$ cat src/rtl/sha256_pkg.sv
// ----------------------------------------------------------------------------
// SHA-256 hasher package
// Round constants, initial hash words, rotate and byte-lane helpers and the sequencer
// state type.
// ----------------------------------------------------------------------------
package sha256_pkg;

   typedef enum logic [2:0] {
      ST_IDLE,
      ST_PAD,
      ST_LOAD,
      ST_ROUND,
      ST_FOLD,
      ST_EMIT
   } state_type;

   typedef struct packed {
      logic start;
      logic busy;
      logic done;
   } core_ctl_type;

   localparam int unsigned NUM_ROUNDS = 64;
   localparam logic [7:0] PAD_BYTE = 8'h80;

   function automatic logic [31:0] init_word(input logic [2:0] idx);
      logic [31:0] r;
      begin
         case (idx)
            3'd0: r = 32'h6a09e667;
            3'd1: r = 32'hbb67ae85;
            3'd2: r = 32'h3c6ef372;
            3'd3: r = 32'ha54ff53a;
            3'd4: r = 32'h510e527f;
            3'd5: r = 32'h9b05688c;
            3'd6: r = 32'h1f83d9ab;
            default: r = 32'h5be0cd19;
         endcase
         return r;
      end
   endfunction

   function automatic logic [31:0] round_const(input logic [5:0] t);
      logic [31:0] k [64];
      begin
         k = '{
            32'h428a2f98, 32'h71374491, 32'hb5c0fbcf, 32'he9b5dba5,
            32'h3956c25b, 32'h59f111f1, 32'h923f82a4, 32'hab1c5ed5,
            32'hd807aa98, 32'h12835b01, 32'h243185be, 32'h550c7dc3,
            32'h72be5d74, 32'h80deb1fe, 32'h9bdc06a7, 32'hc19bf174,
            32'he49b69c1, 32'hefbe4786, 32'h0fc19dc6, 32'h240ca1cc,
            32'h2de92c6f, 32'h4a7484aa, 32'h5cb0a9dc, 32'h76f988da,
            32'h983e5152, 32'ha831c66d, 32'hb00327c8, 32'hbf597fc7,
            32'hc6e00bf3, 32'hd5a79147, 32'h06ca6351, 32'h14292967,
            32'h27b70a85, 32'h2e1b2138, 32'h4d2c6dfc, 32'h53380d13,
            32'h650a7354, 32'h766a0abb, 32'h81c2c92e, 32'h92722c85,
            32'ha2bfe8a1, 32'ha81a664b, 32'hc24b8b70, 32'hc76c51a3,
            32'hd192e819, 32'hd6990624, 32'hf40e3585, 32'h106aa070,
            32'h19a4c116, 32'h1e376c08, 32'h2748774c, 32'h34b0bcb5,
            32'h391c0cb3, 32'h4ed8aa4a, 32'h5b9cca4f, 32'h682e6ff3,
            32'h748f82ee, 32'h78a5636f, 32'h84c87814, 32'h8cc70208,
            32'h90befffa, 32'ha4506ceb, 32'hbef9a3f7, 32'hc67178f2};
         return k[t];
      end
   endfunction

   function automatic logic [31:0] rotr(input logic [31:0] v, input int unsigned s);
      return (v >> s) | (v << (32 - s));
   endfunction

   // place a byte in its big-endian lane of a word, other lanes zero
   function automatic logic [31:0] lane_word(input logic [7:0] b, input logic [1:0] lane);
      logic [31:0] r;
      begin
         case (lane)
            2'd0: r = {b, 24'd0};
            2'd1: r = {8'd0, b, 16'd0};
            2'd2: r = {16'd0, b, 8'd0};
            default: r = {24'd0, b};
         endcase
         return r;
      end
   endfunction

endpackage

$ cat src/rtl/sha256_sched.sv
// ----------------------------------------------------------------------------
// SHA-256 message schedule
// Sixteen-word sliding window; supplies W[t] for each round and shifts once.
// ----------------------------------------------------------------------------
module sha256_sched (
   input  logic              clock,
   input  logic              load,
   input  logic [16*32-1:0]  block,
   input  logic              advance,
   output logic [31:0]       w_out
);
   import sha256_pkg::*;

   logic [31:0] win_ff [16];
   logic [31:0] next_w;
   logic [31:0] s0;
   logic [31:0] s1;

   // next schedule word from the window
   always_comb begin
      s0 = rotr(win_ff[1], 7) ^ rotr(win_ff[1], 18) ^ (win_ff[1] >> 3);
      s1 = rotr(win_ff[14], 17) ^ rotr(win_ff[14], 19) ^ (win_ff[14] >> 10);
      next_w = s1 + win_ff[9] + s0 + win_ff[0];
   end

   assign w_out = win_ff[0];

   // load a block or slide by one word
   always_ff @(posedge clock) begin
      if (load) begin
         for (int i = 0; i < 16; i++) begin
            win_ff[i] <= block[(15-i)*32 +: 32];
         end
      end else if (advance) begin
         for (int i = 0; i < 15; i++) begin
            win_ff[i] <= win_ff[i+1];
         end
         win_ff[15] <= next_w;
      end
   end

endmodule

$ cat src/rtl/sha256_core.sv
// ----------------------------------------------------------------------------
// SHA-256 compression core
// One round per cycle, 64 rounds, then folds into the chaining value.
// ----------------------------------------------------------------------------
module sha256_core (
   input  logic                       clock,
   input  logic                       reset,
   input  logic                       start,
   input  logic                       reinit,
   input  logic [16*32-1:0]           block,
   output sha256_pkg::core_ctl_type   ctl,
   output logic [8*32-1:0]            hash
);
   import sha256_pkg::*;

   logic [31:0] h_ff [8];
   logic [31:0] v_ff [8];
   logic [5:0]  rnd_ff;
   logic        busy_ff;
   logic        fold_ff;
   logic [31:0] w_t;
   logic [31:0] t1;
   logic [31:0] t2;

   sha256_sched u_sched (
      .clock   (clock),
      .load    (start),
      .block   (block),
      .advance (busy_ff),
      .w_out   (w_t)
   );

   // one round of the shared unit
   always_comb begin
      t1 = v_ff[7] + (rotr(v_ff[4], 6) ^ rotr(v_ff[4], 11) ^ rotr(v_ff[4], 25))
         + ((v_ff[4] & v_ff[5]) ^ (~v_ff[4] & v_ff[6])) + round_const(rnd_ff) + w_t;
      t2 = (rotr(v_ff[0], 2) ^ rotr(v_ff[0], 13) ^ rotr(v_ff[0], 22))
         + ((v_ff[0] & v_ff[1]) ^ (v_ff[0] & v_ff[2]) ^ (v_ff[1] & v_ff[2]));
   end

   // round counter and control
   always_ff @(posedge clock) begin
      if (reset) begin
         busy_ff <= 1'b0;
         fold_ff <= 1'b0;
         rnd_ff  <= '0;
      end else begin
         fold_ff <= 1'b0;
         if (start) begin
            busy_ff <= 1'b1;
            rnd_ff  <= '0;
         end else if (busy_ff) begin
            rnd_ff <= rnd_ff + 6'd1;
            if (rnd_ff == 6'(NUM_ROUNDS - 1)) begin
               busy_ff <= 1'b0;
               fold_ff <= 1'b1;
            end
         end
      end
   end

   // working variables
   always_ff @(posedge clock) begin
      if (start) begin
         for (int i = 0; i < 8; i++) v_ff[i] <= h_ff[i];
      end else if (busy_ff) begin
         v_ff[7] <= v_ff[6];
         v_ff[6] <= v_ff[5];
         v_ff[5] <= v_ff[4];
         v_ff[4] <= v_ff[3] + t1;
         v_ff[3] <= v_ff[2];
         v_ff[2] <= v_ff[1];
         v_ff[1] <= v_ff[0];
         v_ff[0] <= t1 + t2;
      end
   end

   // chaining value
   always_ff @(posedge clock) begin
      if (reset || reinit) begin
         for (int i = 0; i < 8; i++) h_ff[i] <= init_word(3'(i));
      end else if (fold_ff) begin
         for (int i = 0; i < 8; i++) h_ff[i] <= h_ff[i] + v_ff[i];
      end
   end

   always_comb begin
      for (int i = 0; i < 8; i++) hash[(7-i)*32 +: 32] = h_ff[i];
   end

   assign ctl.start = start;
   assign ctl.busy  = busy_ff;
   assign ctl.done  = fold_ff;

endmodule

$ cat src/rtl/sha256_message_hasher_unit.sv
// ----------------------------------------------------------------------------
// SHA-256 message hasher
// Byte stream in, eight digest words out, standard padding and length.
// ----------------------------------------------------------------------------
// A byte is accepted while idle; a byte that fills a block is then followed by
// load, 64 rounds, fold into the chaining value and one decide state.
// Message end: the padding block (and a second block when needed) is hashed,
// then 8 digest words, one per cycle without stalls.
// No bytes are accepted while a block is being hashed.
// Reset: synchronous; restores the initial chaining value, clears length and sequencer.
module sha256_message_hasher_unit (
   input  logic        clock,
   input  logic        reset,
   input  logic        req_tvalid,
   output logic        req_tready,
   input  logic [7:0]  req_tdata,   // [7:0] data_byte
   input  logic        req_tlast,   // last
   input  logic        req_tuser,   // no_data
   output logic        rsp_tvalid,
   input  logic        rsp_tready,
   output logic [31:0] rsp_tdata,   // [31:0] digest_word
   output logic        rsp_tlast,   // last_word
   output logic [2:0]  rsp_tuser    // word_index
);
   import sha256_pkg::*;

   state_type    state_ff, state_in;
   logic [31:0]  buf_ff [16];
   logic [60:0]  len_ff;
   logic         fin_ff;     // padding still to be built after current block
   logic         pad2_ff;    // length block still to be built
   logic         emit_ff;    // message ended, digest pending
   logic [2:0]   idx_ff;
   logic         start;
   logic         reinit;
   logic [16*32-1:0] blk;
   logic [8*32-1:0]  hash;
   core_ctl_type ctl;
   logic         acc;
   logic         fill;
   logic [5:0]   pos;
   logic [63:0]  bits;

   assign acc  = req_tvalid && req_tready;
   assign fill = acc && !req_tuser && (pos == 6'd63);
   assign pos  = len_ff[5:0];
   assign bits = {len_ff, 3'b000};

   always_comb begin
      for (int i = 0; i < 16; i++) blk[(15-i)*32 +: 32] = buf_ff[i];
   end

   sha256_core u_core (
      .clock  (clock),
      .reset  (reset),
      .start  (start),
      .reinit (reinit),
      .block  (blk),
      .ctl    (ctl),
      .hash   (hash)
   );

   always_ff @(posedge clock) begin
      if (reset) state_ff <= ST_IDLE;
      else       state_ff <= state_in;
   end

   // sequencer
   always_comb begin
      state_in   = state_ff;
      req_tready = 1'b0;
      rsp_tvalid = 1'b0;
      start      = 1'b0;
      reinit     = 1'b0;
      case (state_ff)
         ST_IDLE: begin
            req_tready = 1'b1;
            if (fill) state_in = ST_LOAD;
            else if (acc && req_tlast) state_in = ST_PAD;
         end
         ST_PAD: begin
            state_in = ST_LOAD;
         end
         ST_LOAD: begin
            start    = 1'b1;
            state_in = ST_ROUND;
         end
         ST_ROUND: begin
            if (ctl.done) state_in = ST_FOLD;
         end
         ST_FOLD: begin
            if (fin_ff) state_in = ST_PAD;
            else if (pad2_ff) state_in = ST_LOAD;
            else if (emit_ff) state_in = ST_EMIT;
            else state_in = ST_IDLE;
         end
         ST_EMIT: begin
            rsp_tvalid = 1'b1;
            if (rsp_tready && idx_ff == 3'd7) begin
               reinit   = 1'b1;
               state_in = ST_IDLE;
            end
         end
         default: state_in = ST_IDLE;
      endcase
   end

   // block buffer: pack bytes, build padding and length words
   always_ff @(posedge clock) begin
      case (state_ff)
         ST_IDLE: begin
            if (acc && !req_tuser) begin
               if (pos[1:0] == 2'd0)
                  buf_ff[pos[5:2]] <= lane_word(req_tdata, 2'd0);
               else
                  buf_ff[pos[5:2]] <= buf_ff[pos[5:2]] | lane_word(req_tdata, pos[1:0]);
            end
         end
         ST_PAD: begin
            for (int i = 0; i < 16; i++) begin
               if (pos < 6'd56 && i == 14) begin
                  buf_ff[i] <= bits[63:32];
               end else if (pos < 6'd56 && i == 15) begin
                  buf_ff[i] <= bits[31:0];
               end else if (4'(i) == pos[5:2]) begin
                  if (pos[1:0] == 2'd0) buf_ff[i] <= lane_word(PAD_BYTE, 2'd0);
                  else buf_ff[i] <= buf_ff[i] | lane_word(PAD_BYTE, pos[1:0]);
               end else if (4'(i) > pos[5:2]) begin
                  buf_ff[i] <= '0;
               end
            end
         end
         ST_FOLD: begin
            // extra block holds only the length
            if (!fin_ff && pad2_ff) begin
               for (int i = 0; i < 14; i++) buf_ff[i] <= '0;
               buf_ff[14] <= bits[63:32];
               buf_ff[15] <= bits[31:0];
            end
         end
         default: ;
      endcase
   end

   // length and message-end bookkeeping
   always_ff @(posedge clock) begin
      if (reset) begin
         len_ff  <= '0;
         fin_ff  <= 1'b0;
         pad2_ff <= 1'b0;
         emit_ff <= 1'b0;
         idx_ff  <= '0;
      end else begin
         case (state_ff)
            ST_IDLE: begin
               if (acc) begin
                  if (!req_tuser) len_ff <= len_ff + 61'd1;
                  if (req_tlast) begin
                     emit_ff <= 1'b1;
                     fin_ff  <= fill;  // full block first, then padding
                  end
               end
            end
            ST_PAD: begin
               fin_ff  <= 1'b0;
               pad2_ff <= (pos >= 6'd56);
            end
            ST_FOLD: begin
               if (!fin_ff && pad2_ff) pad2_ff <= 1'b0;
            end
            ST_EMIT: begin
               if (rsp_tready) begin
                  idx_ff <= idx_ff + 3'd1;
                  if (idx_ff == 3'd7) begin
                     emit_ff <= 1'b0;
                     len_ff  <= '0;
                  end
               end
            end
            default: ;
         endcase
      end
   end

   assign rsp_tdata = hash[(7-idx_ff)*32 +: 32];
   assign rsp_tlast = (idx_ff == 3'd7);
   assign rsp_tuser = idx_ff;

   initial_guard: assert property (@(posedge clock) disable iff (reset)
      rsp_tvalid |-> !req_tready) else $error("accepting during emit");
   assert property (@(posedge clock) disable iff (reset)
      ctl.done |-> !ctl.busy) else $error("fold while rounds run");
   assert property (@(posedge clock) disable iff (reset)
      ctl.start |-> !ctl.busy) else $error("start while rounds run");
   assert property (@(posedge clock) disable iff (reset)
      rsp_tvalid && !rsp_tready |=> rsp_tvalid && $stable(rsp_tdata) && $stable(rsp_tuser))
      else $error("digest word changed while waiting");

endmodule

$ cat config.mk
export PLATFORM = sky130hd
export DESIGN_NAME = sha256_message_hasher_unit
export DESIGN_NICKNAME = d
export VERILOG_FILES = /design/src/rtl/sha256_pkg.sv /design/src/rtl/sha256_sched.sv /design/src/rtl/sha256_core.sv /design/src/rtl/sha256_message_hasher_unit.sv
export SDC_FILE = /design/constraint.sdc
export NUM_CORES = 2
export LEC_CHECK = 0
export ABC_AREA = 1
export BUFFER_PORTS_ARGS = -buffer_cell sky130_fd_sc_hd__buf_2
export CAP_MARGIN = 20
export CORE_MARGIN = 8
export CORE_UTILIZATION = 45
export CTS_CLUSTER_DIAMETER = 80
export DETAILED_ROUTE_END_ITERATION = 16
export PLACE_DENSITY_LB_ADDON = 0.3
export SYNTH_ARGS = -nofsm -noshare
export SYNTH_HDL_FRONTEND = slang
export SYNTH_SLANG_ARGS = --single-unit
$ cat constraint.sdc
create_clock -name clock -period 49.7 [get_ports clock]
set_input_delay 4.97 -clock clock [delete_from_list [all_inputs] [get_ports clock]]
set_output_delay 4.97 -clock clock [all_outputs]
set_load 0.02 [all_outputs]
Yosys cells after proc, flatten, opt, wreduce, memory -nomap -nowiden
Memory sizes are Yosys's and may differ from the RTL's. A register that Yosys moved wholly into a read port is not among the register bits.
Cells that the tools add are included.
{"block": "classes", "n_bitwise": 129, "n_addsub": 22, "n_reduce_logical": 24, "muxes": 363, "order_cmp": 19, "n_eq_ne": 34, "shift": 1}
{"operator": "$mux W32", "count": 135}
{"operator": "$add A32 B32 Y32", "count": 18}
{"operator": "$or A32 B32 Y32", "count": 17}
{"operator": "$xor A32 B32 Y32", "count": 9}
{"operator": "$shiftx A256 B33 Y32", "count": 1}
{"operator": "$mux W61", "count": 4}
{"operator": "$mux W1", "count": 207}
{"operator": "$and A32 B32 Y32", "count": 5}
{"operator": "$pmux W61 S2", "count": 1}
{"operator": "$pmux W24 S2", "count": 2}
{"operator": "$or A1 B1 Y1", "count": 83}
{"operator": "$add A61 B1 Y61 const B", "count": 1}
{"operator": "$eq A4 B4 Y1 const A", "count": 8}
{"operator": "$gt A4 B4 Y1 const A", "count": 8}
{"operator": "$not A32 Y32", "count": 1}
{"operator": "$or A10 B32 Y32", "count": 1}
{"operator": "$or A13 B32 Y32", "count": 1}
{"operator": "$or A14 B32 Y32", "count": 1}
{"operator": "$or A15 B32 Y32", "count": 1}
{"operator": "$or A19 B32 Y32", "count": 1}
{"operator": "$or A21 B32 Y32", "count": 1}
{"operator": "$or A25 B32 Y32", "count": 1}
{"operator": "$or A26 B32 Y32", "count": 1}
{"operator": "$or A30 B32 Y32", "count": 1}
{"operator": "other kinds (43)", "count": 83}
{"block": "word_totals", "ram_bits": 1536, "mem_bits_ro": 2048, "register_bits": 78, "output_inout_bits": 38, "inputBits": 14, "n_memories": 5}
{"name": "(name not given)", "depth": 64, "word_bits": 32, "read_ports": 1, "rd_clocked_by_memory_dff": 0, "write_ports": 0, "line_no": "sha256_pkg.sv:63", "rtl": "return k[t];"}
{"name": "buf_ff", "depth": 16, "word_bits": 32, "read_ports": 17, "rd_clocked_by_memory_dff": 1, "write_ports": 16, "line_no": "sha256_message_hasher_unit.sv:28", "rtl": "logic [31:0] buf_ff [16];"}
{"name": "u_core.u_sched.win_ff", "depth": 16, "word_bits": 32, "read_ports": 16, "rd_clocked_by_memory_dff": 0, "write_ports": 16, "line_no": "sha256_sched.sv:14", "rtl": "logic [31:0] win_ff [16];"}
{"name": "u_core.h_ff", "depth": 8, "word_bits": 32, "read_ports": 8, "rd_clocked_by_memory_dff": 0, "write_ports": 8, "line_no": "sha256_core.sv:16", "rtl": "logic [31:0] h_ff [8];"}
{"name": "u_core.v_ff", "depth": 8, "word_bits": 32, "read_ports": 8, "rd_clocked_by_memory_dff": 0, "write_ports": 8, "line_no": "sha256_core.sv:17", "rtl": "logic [31:0] v_ff [8];"}

Depth between registers and ports, before layout
{"block": "depth", "depth_word": 10, "depth_mapped": 47}

Cells and area by module
From an unflattened synthesis, not the netlist that was laid out.
{"block": "hier_totals", "cells_unflattened": 12611, "area_unflattened_um2": 107015.1}
{"module": "sha256_core", "area_per_inst_um2": 47644.4, "instances": 1, "seq_area_each_um2": 15534.9, "cells_each": 6290}
{"module": "sha256_message_hasher_unit", "area_per_inst_um2": 31681.6, "instances": 1, "seq_area_each_um2": 16535.9, "cells_each": 3991}
{"module": "sha256_sched", "area_per_inst_um2": 27689.1, "instances": 1, "seq_area_each_um2": 15374.7, "cells_each": 2330}

Worst setup path before layout
No wires, ideal clock.
{"block": "synth_timing", "kind": "register -> register", "startpoint": "register state_ff[2]", "endpoint": "memory u_core.u_sched.win_ff[0][0], enable pin", "t_arrival_ns": 13.633, "period_less_slack_ns": 18.948, "setup_time_ns": 5.315, "slack_ns": 30.752, "n_path_buf": 2, "required_time_ns": 44.385, "path_stages_with_launch": 6, "path_cell_list": "dfxtp_1 > nor3_2 > inv_2 > clkbuf_1 > clkbuf_1 > nand2_1"}
{"element": "start, declared", "line_no": "sha256_message_hasher_unit.sv:27", "rtl": "state_type state_ff, state_in;"}
{"element": "start signal, assigned", "line_no": "sha256_message_hasher_unit.sv:65", "rtl": "else state_ff <= state_in;"}
{"element": "end, declared", "line_no": "sha256_sched.sv:14"}

Final worst setup path
{"block": "layout_timing", "startpoint": "register idx_ff[0], in the netlist rsp_tuser[0]", "endpoint": "output rsp_tdata[24]"}
{"block": "layout_between", "elab_chain_cells": 2}
{"element": "start, declared", "line_no": "sha256_message_hasher_unit.sv:33", "rtl": "logic [2:0] idx_ff;"}
{"element": "start signal, assigned", "line_no": "sha256_message_hasher_unit.sv:173", "rtl": "idx_ff <= idx_ff + 3'd1;"}
{"element": "$sub A3 B3 Y4", "line_no": "sha256_message_hasher_unit.sv:185", "rtl": "assign rsp_tdata = hash[(7-idx_ff)*32 +: 32];"}
{"element": "$shiftx A256 B33 Y32", "line_no": "sha256_message_hasher_unit.sv:185"}
{"element": "end, declared", "line_no": "sha256_message_hasher_unit.sv:21", "rtl": "output logic [31:0] rsp_tdata,"}
No other way between the ends.

==> impl_metrics.env <==
export IMPL_cts_root_buffer="clkbuf_16"
export IMPL_cp_arrival_ns=4.66
export IMPL_postSynthAreaPerCell_sq_um=8.35
export IMPL_cts_made_buffers=184
export IMPL_ys_ff_latch=1618
export IMPL_grt_pass1_wl_mm=626
export IMPL_clock_latency_ns=0.89
export IMPL_post_cts_resized=0
export IMPL_postRouteAntennaNets=0
export IMPL_antenna_found_initial=19
export IMPL_setup_violations=0
export IMPL_path_max_fanout=53
export IMPL_synth_seq_area_share=0.463
export IMPL_initial_core_util=0.451
export IMPL_yosysWarnings=0
export IMPL_wl_per_cell_microns=29.0
export IMPL_fill_cells=21700
export IMPL_vias=90600
export IMPL_path_delay_family="buffers and inverters"
export IMPL_viasPerCell=5.92
export IMPL_hold_buffers=0
export IMPL_core_sq_um=227000
export IMPL_rsz0062_at_grt="false"
export IMPL_cts_setup_buffers=0
export IMPL_worst_ep_required_time_ns=44.73
export IMPL_routabilityCongestion=1.06
export IMPL_dieArea_sq_um=243000
export IMPL_synth_edf_count=1504
export IMPL_ys_async_sr_fraction=0
export IMPL_overflow=0
export IMPL_clock_path_buffers=3
export IMPL_fmax_mhz=104
export IMPL_htreeDepth=4
export IMPL_io_buffers=51
export IMPL_first_pass_iters=8
export IMPL_status="completed"
export IMPL_first_iter_violations=10900
export IMPL_slowest_delay_ns=0.72
export IMPL_die_h_microns=493
export IMPL_final_core_util=0.493
export IMPL_die_w_microns=493
export IMPL_syn_inst=12300
export IMPL_grt_pass1_vias=86800
export IMPL_cap_violations=0
export IMPL_crit_buf_inv=3
export IMPL_finish_net_count=12700
export IMPL_layout_common_cells="nand2_1 (3072), edfxtp_1 (1504), inv_1 (1496), o21ai_0 (1278), nor2_1 (1053)"
export IMPL_crit_slowest_cell="buf_4"
export IMPL_crit_type="reg -> out"
export IMPL_endpoint_kind="output pin"
export IMPL_syn_to_final_growth_pct=9.10
export IMPL_slew_viol_final=0
export IMPL_startpoint_type="register"
export IMPL_syn_area_sq_um=102000
export IMPL_setup_tns_final_ns=0
export IMPL_placementRows=175
export IMPL_cts_tree="yes"
export IMPL_synth_nets=12900
export IMPL_fin_worst_skew_ns=0.0957
export IMPL_hpwl_mm=335
export IMPL_grt_max_degree=176
export IMPL_ios=52
export IMPL_slew_headroom=0.146
export IMPL_grtUsageTotal=0.353
export IMPL_path_cells="buf_4 > buf_4 > o21ai_0 > o21ai_0 > a21oi_1 > a31oi_1 > buf_2"
export IMPL_drive_gt1_frac=0.0476
export IMPL_synth_flop_cell="edfxtp_1"
export IMPL_ys_types=73
export IMPL_wl_mm=443
export IMPL_clock_sinks=1618
export IMPL_drc=0
export IMPL_final_common_cell="nand2_1"
export IMPL_clk_pin_slew_ns=0.06
export IMPL_period_share=0.194
export IMPL_min_path_type="reg -> reg"
export IMPL_min_period_ns=9.63
export IMPL_tightest_slew_ns=1.28
export IMPL_hold_viol=0
==> cells in the mapped netlist, types with 75 or more instances <==
cell type,n,area (sq um)
xor2_1,203,1780
buf_2,134,671
nand3_1,432,2160
nand4_1,84,526
xnor2_1,149,1310
clkbuf_1,349,1310
nor3_1,127,636
dfxtp_1,114,2280
o211ai_1,75,563
ha_1,397,4970
o21ai_0,1283,6420
nor2_1,1065,4000
fa_1,195,3900
inv_1,1500,5630
a31oi_1,83,519
a21oi_1,867,4340
edfxtp_1,1504,45200
nand2_1,3075,11500
==> cell type report <==
| type | instances | area [sq um] | area share |
|---|---|---|---|
| Antenna cell | 14 | 35.0 | 0.000314 |
| Inverter | 1529 | 5770 | 0.0516 |
| Multi-Input combinational cell | 8590 | 47200 | 0.422 |
| Sequential cell | 1618 | 47500 | 0.425 |
| Tap cell | 3009 | 3760 | 0.0337 |
| Clock inverter | 91 | 1180 | 0.0106 |
| Clock buffer | 254 | 5000 | 0.0447 |
| Timing Repair Buffer | 184 | 1350 | 0.0121 |
==> final timing paths <==
| path | start | end | slack (ns) | depth (start not counted) |
|---|---|---|---|---|
| setup / recovery | rsp_tuser[0] | rsp_tdata[24] | 40.07 | 7 |
| hold / removal | u_core.u_sched.win_ff[0][130] | u_core.u_sched.win_ff[0][98] | 0.47 | 2 |
| setup reg to reg | u_core.rnd_ff[1] | u_core.v_ff[0][31] | 40.16 | 41 |
| hold reg to reg | u_core.u_sched.win_ff[0][130] | u_core.u_sched.win_ff[0][98] | 0.47 | 2 |
==> worst register-to-register path: cells and delay by family, from the launching register on <==
kind | cells | cell delay (ns)
compound gates | 4 | 0.96
xor+xnor | 1 | 0.49
fa+ha+maj | 7 | 3.23
buf+inv | 7 | 0.99
flops | 1 | 0.74
simple gates | 22 | 2.84
==> metrics by stage <==
| step | setup slack [ns] | cells | hold WS, ns | instance area (sq um) |
|---|---|---|---|---|
| floorplan | 30.75 | 12300 | 0.456 | 102000 |
| global placement | 40.28 | 14900 | 0.480 | 105000 |
| detailed placement | 40.33 | 14900 | 0.485 | 105000 |
| CTS | 40.18 | 15300 | 0.471 | 112000 |
| global route | 39.61 | 15300 | 0.506 | 112000 |
| finish | 40.07 | 15300 | 0.471 | 112000 |
==> cells by family (layout without fill, tap and decap cells) <==
logic type,Yosys count,after routing,share of synthesized area
flops,1618,1618,0.463
buf+inv,2058,2058,0.0777
xor+xnor,352,352,0.0301
fa+ha+maj,596,596,0.0870
compound gates,2726,2726,0.148
simple gates,4916,4916,0.194
other cells,0,14,0
==> flip-flops by register name, summed over array words and instances, names as in the netlist, named ones only <==
register               flops
len_ff                    61
u_core.rnd_ff              6
buf_ff                   512
fin_ff                     1
state_ff                   3
u_core.h_ff              256
u_core.u_sched.win_ff    512
emit_ff                    1
u_core.v_ff              256
u_core.busy_ff             1
rsp_tuser                  3
pad2_ff                    1
u_core.fold_ff             1
==> routing by layer <==
layer / track usage / wire (microns) / up-vias
met4: 0.259 / 40800 / 8
met3: 0.0639 / 38000 / 1062
li1: - / - / 40900
met5: 0 / 50 / -
met1: 0.433 / 166000 / 43800
met2: 0.559 / 198000 / 4853
Power is not shown: default switching activity piles up to over one toggle a cycle in this logic, so the estimate is an artifact.
